### config.mk
export PLATFORM = sky130hd
export DESIGN_NAME = ssc_cell
export DESIGN_NICKNAME = d
export VERILOG_FILES = /design/src/rtl/ssc_pkg.sv /design/src/rtl/ssc_cell.sv
export SDC_FILE = /design/constraint.sdc
export NUM_CORES = 1
export LEC_CHECK = 0
export BUFFER_PORTS_ARGS = -buffer_cell sky130_fd_sc_hd__buf_2
export CAP_MARGIN = 0
export CORE_ASPECT_RATIO = 0.8
export CORE_UTILIZATION = 48
export CTS_BUF_LIST = sky130_fd_sc_hd__clkbuf_2
export CTS_CLUSTER_SIZE = 40
export DETAILED_ROUTE_END_ITERATION = 10
export GPL_ROUTABILITY_DRIVEN = 0
export PLACE_DENSITY = 0.85
export SLEW_MARGIN = 40
export SYNTH_ARGS = -nofsm -noshare
export SYNTH_HDL_FRONTEND = slang
export SYNTH_SLANG_ARGS = --single-unit
export TNS_END_PERCENT = 20
### constraint.sdc
create_clock -name aclk -period 2.09 [get_ports aclk]
set_clock_uncertainty 0.1 [all_clocks]
set_input_delay 0.418 -clock aclk [delete_from_list [all_inputs] [get_ports aclk]]
set_output_delay 0.418 -clock aclk [all_outputs]
set_load 0.03 [all_outputs]
### src/rtl/ssc_pkg.sv
`default_nettype none
package ssc_pkg;

    localparam int MAX_COLS  = 1024;
    localparam int MAX_HALF  = 3;
    localparam int MAX_ROWS  = 4096;
    localparam int RING_ROWS = 2 * MAX_HALF;
    localparam int WIN_LEN   = 2 * MAX_HALF + 1;

    localparam int COL_W   = $clog2(MAX_COLS);          // column index
    localparam int CNT_W   = COL_W + 1;                 // column count / width reg
    localparam int ROW_W   = 13;                        // row count / height reg
    localparam int SLOT_W  = $clog2(RING_ROWS);
    localparam int ADDR_W  = SLOT_W + COL_W;
    localparam int DEPTH   = RING_ROWS * MAX_COLS;
    localparam int PIX_W   = 8;
    localparam int COEF_W  = 16;
    localparam int CSUM_W  = 28;                        // column sum
    localparam int HACC_W  = 48;                        // row sum, Q28
    localparam int TAP_W   = 3;                         // tap counter 0..6
    localparam int HALF_W  = 2;
    localparam int PADDR_W = 5;

    typedef enum logic [2:0] {
        ST_IDLE,
        ST_VADDR,
        ST_VMAC,
        ST_SHIFT,
        ST_HMAC,
        ST_HOUT,
        ST_WRITE
    } ssc_state_t;

    typedef enum logic [2:0] {
        REG_WIDTH  = 3'd0,
        REG_HEIGHT = 3'd1,
        REG_HALF   = 3'd2,
        REG_COEF0  = 3'd3,
        REG_COEF1  = 3'd4,
        REG_COEF2  = 3'd5,
        REG_COEF3  = 3'd6,
        REG_NONE   = 3'd7
    } ssc_reg_t;

endpackage
`default_nettype wire

### src/rtl/ssc_cell.sv
`default_nettype none
// one column-sum tap of the horizontal window
module ssc_cell (
    input  wire logic                               aclk,
    input  wire logic                               aresetn,
    input  wire logic                               shift_en,
    input  wire logic signed [ssc_pkg::CSUM_W-1:0]  d_in,
    output logic signed [ssc_pkg::CSUM_W-1:0]       q_out
);
    logic signed [ssc_pkg::CSUM_W-1:0] tap_reg;

    always_ff @(posedge aclk) begin
        if (!aresetn) begin
            tap_reg <= '0;
        end else if (shift_en) begin
            tap_reg <= d_in;
        end
    end

    assign q_out = tap_reg;
endmodule
`default_nettype wire

==> metrics.txt <==
run status=finished clean; final hold vios=0; Yosys warnings=0; antenna violations before repair=0; WP depth=1; setup TNS=0 ps; hold slack=212 ps; Antenna Diode Count=0; Avg Inst Size Synth=12.1 um2; clock sink count=28; Max-cap violations=0; maximum number of pins on one net before global-route repair=29; Tmin final=1470 ps; Psw=278 uW; vias in the first global route=723; sequential area share after synthesis=52.2%; CP bufs+invs=1; IO buf count=58; I/O Pins=59; Die Y=44.3 um; Logic pwr share=20.7%; crit end category=primary output; DP Worst Slack=571 ps; Post-CTS Hold Fix Bufs=0; Tot GR Track Use=16.8%; Worst-Margin Slew=437 ps; cell family with most CP delay=flip-flops; Detail Placement HPWL=1.46 mm; core footprint=0.00200 mm2; syn_nets=120; CTS tree=yes; Fmax=679 MHz; relative slew slack=70.8%; most frequent cells in the layout=buf_2, mux2i_1, nor2b_1, dfxtp_1, clkbuf_2; Detail Route Antenna Nets=0; routed len/inst=11.2 um; final period utilization=70.4%; crit path cell chain=buf_2; sequential share of power=60.0%; htree depth=1; Worst Path Max Fanout=2; final setup margin=618 ps; CTS clk-pin slew, worst paths=240 ps; synthesized flop and latch total=28; clock root cell=clkbuf_2; CP max stage delay=410 ps; residual DRC count=0; total power=970 uW; placed cells=167; Power Dens Cells=705 mW/mm2; IR drop worst, VDD=0.458 mV; Switching Share=28.6%; CTS buffer count=3; routed vias/inst=4.64; first-pass GRT wire length=2.91 mm; Post-CTS Resized=0; clk_lat worst skew=330 ps; slowest stage cell, crit path=dfxtp_1; GR Overflow Total=0; Die ar.=0.00243 mm2; Syn Inst Count=89; reg2reg setup slack=1350 ps; DRT Pass-1 Iters=2; Internal Pwr Total=692 uW; Critical Path Start Type=register; Max Root-Sink Buffers=2; max-slew violations=0; final WL=1.91 mm; Clock power frac=19.3%; Setup Buffers After CTS=0; Starting DRT DRC Count=7; Required @ worst endpoint=1570 ps; final setup fails=0; share of cells above drive strength 1=42.2%; Net count, final=179; critical path data arrival time=950 ps; Hold Path Depth=3; WS Path Type=reg2out; Die W=54.9 um; Mapped Area=0.00107 mm2; post-synth cell types=6; Syn-to-layout area delta=27.9%; fin cells=171; Largest register FFs=28; Vias=793; static leakage=0.728 nW; Initial Util=53.8%; site row count=14; unrepaired setup endpoints after global routing=no; commonest non-fill, non-tap cell in the layout=buf_2; R2R cell count=2; Hold Path Class=in2reg
layer usage:
metal / global-route usage (%) / wire, um
met3: 3.09 / 117
met2: 27.2 / 877
met5: 0 / 0
met1: 21.4 / 920
met4: 7.50 / 0
Yosys cell counts:
library cell,count,area (um2)
dfxtp_1,28,561
buf_12,2,40.0
buf_6,1,11.3
clkbuf_1,2,7.51
nor2b_1,28,175
mux2i_1,28,280
final cells by class:
| class | instances | area, um2 |
|---|---|---|
| fill | 176 | 622 |
| sequential | 28 | 561 |
| multi-input combinational | 56 | 455 |
| timing repair buffer | 59 | 310 |
| tap | 24 | 30.0 |
| clock buffer | 3 | 15.0 |
| clock inverter | 1 | 3.75 |
per-stage QoR:
stage,cell area (um2),util [%]
finish,1380,68.9
global placement,1360,67.9
global route,1380,68.9
detailed placement,1360,67.9
CTS,1380,68.9
floorplan,1070,-
path summary, 6_finish.rpt:
check,from,endpoint
worst max register to register,q_out[15],q_out[15]
worst min register to register,q_out[4],q_out[4]
worst min-delay path,d_in[13],q_out[13]
worst max-delay path,q_out[6],q_out[6]
power by group through the flow:
stage               Sequential (mW)  Clock (mW)  Combinational (mW)
floorplan                     0.656           0              0.0763
global placement              0.591           0               0.198
detailed placement            0.592           0               0.203
CTS                           0.583       0.193               0.203
global route                  0.587       0.217               0.216
finish                        0.582       0.187               0.200
cells by family (layout without fill, tap and decap cells):
kind of cell	count (synthesis)	count (layout)	synth area share [%]
flip-flops	28	28	52.2
multiplexers	28	28	26.1
buffers and inverters	5	63	5.47
AND/OR/NAND/NOR	28	28	16.3
Note: power is estimated with default switching activity, not from simulation.
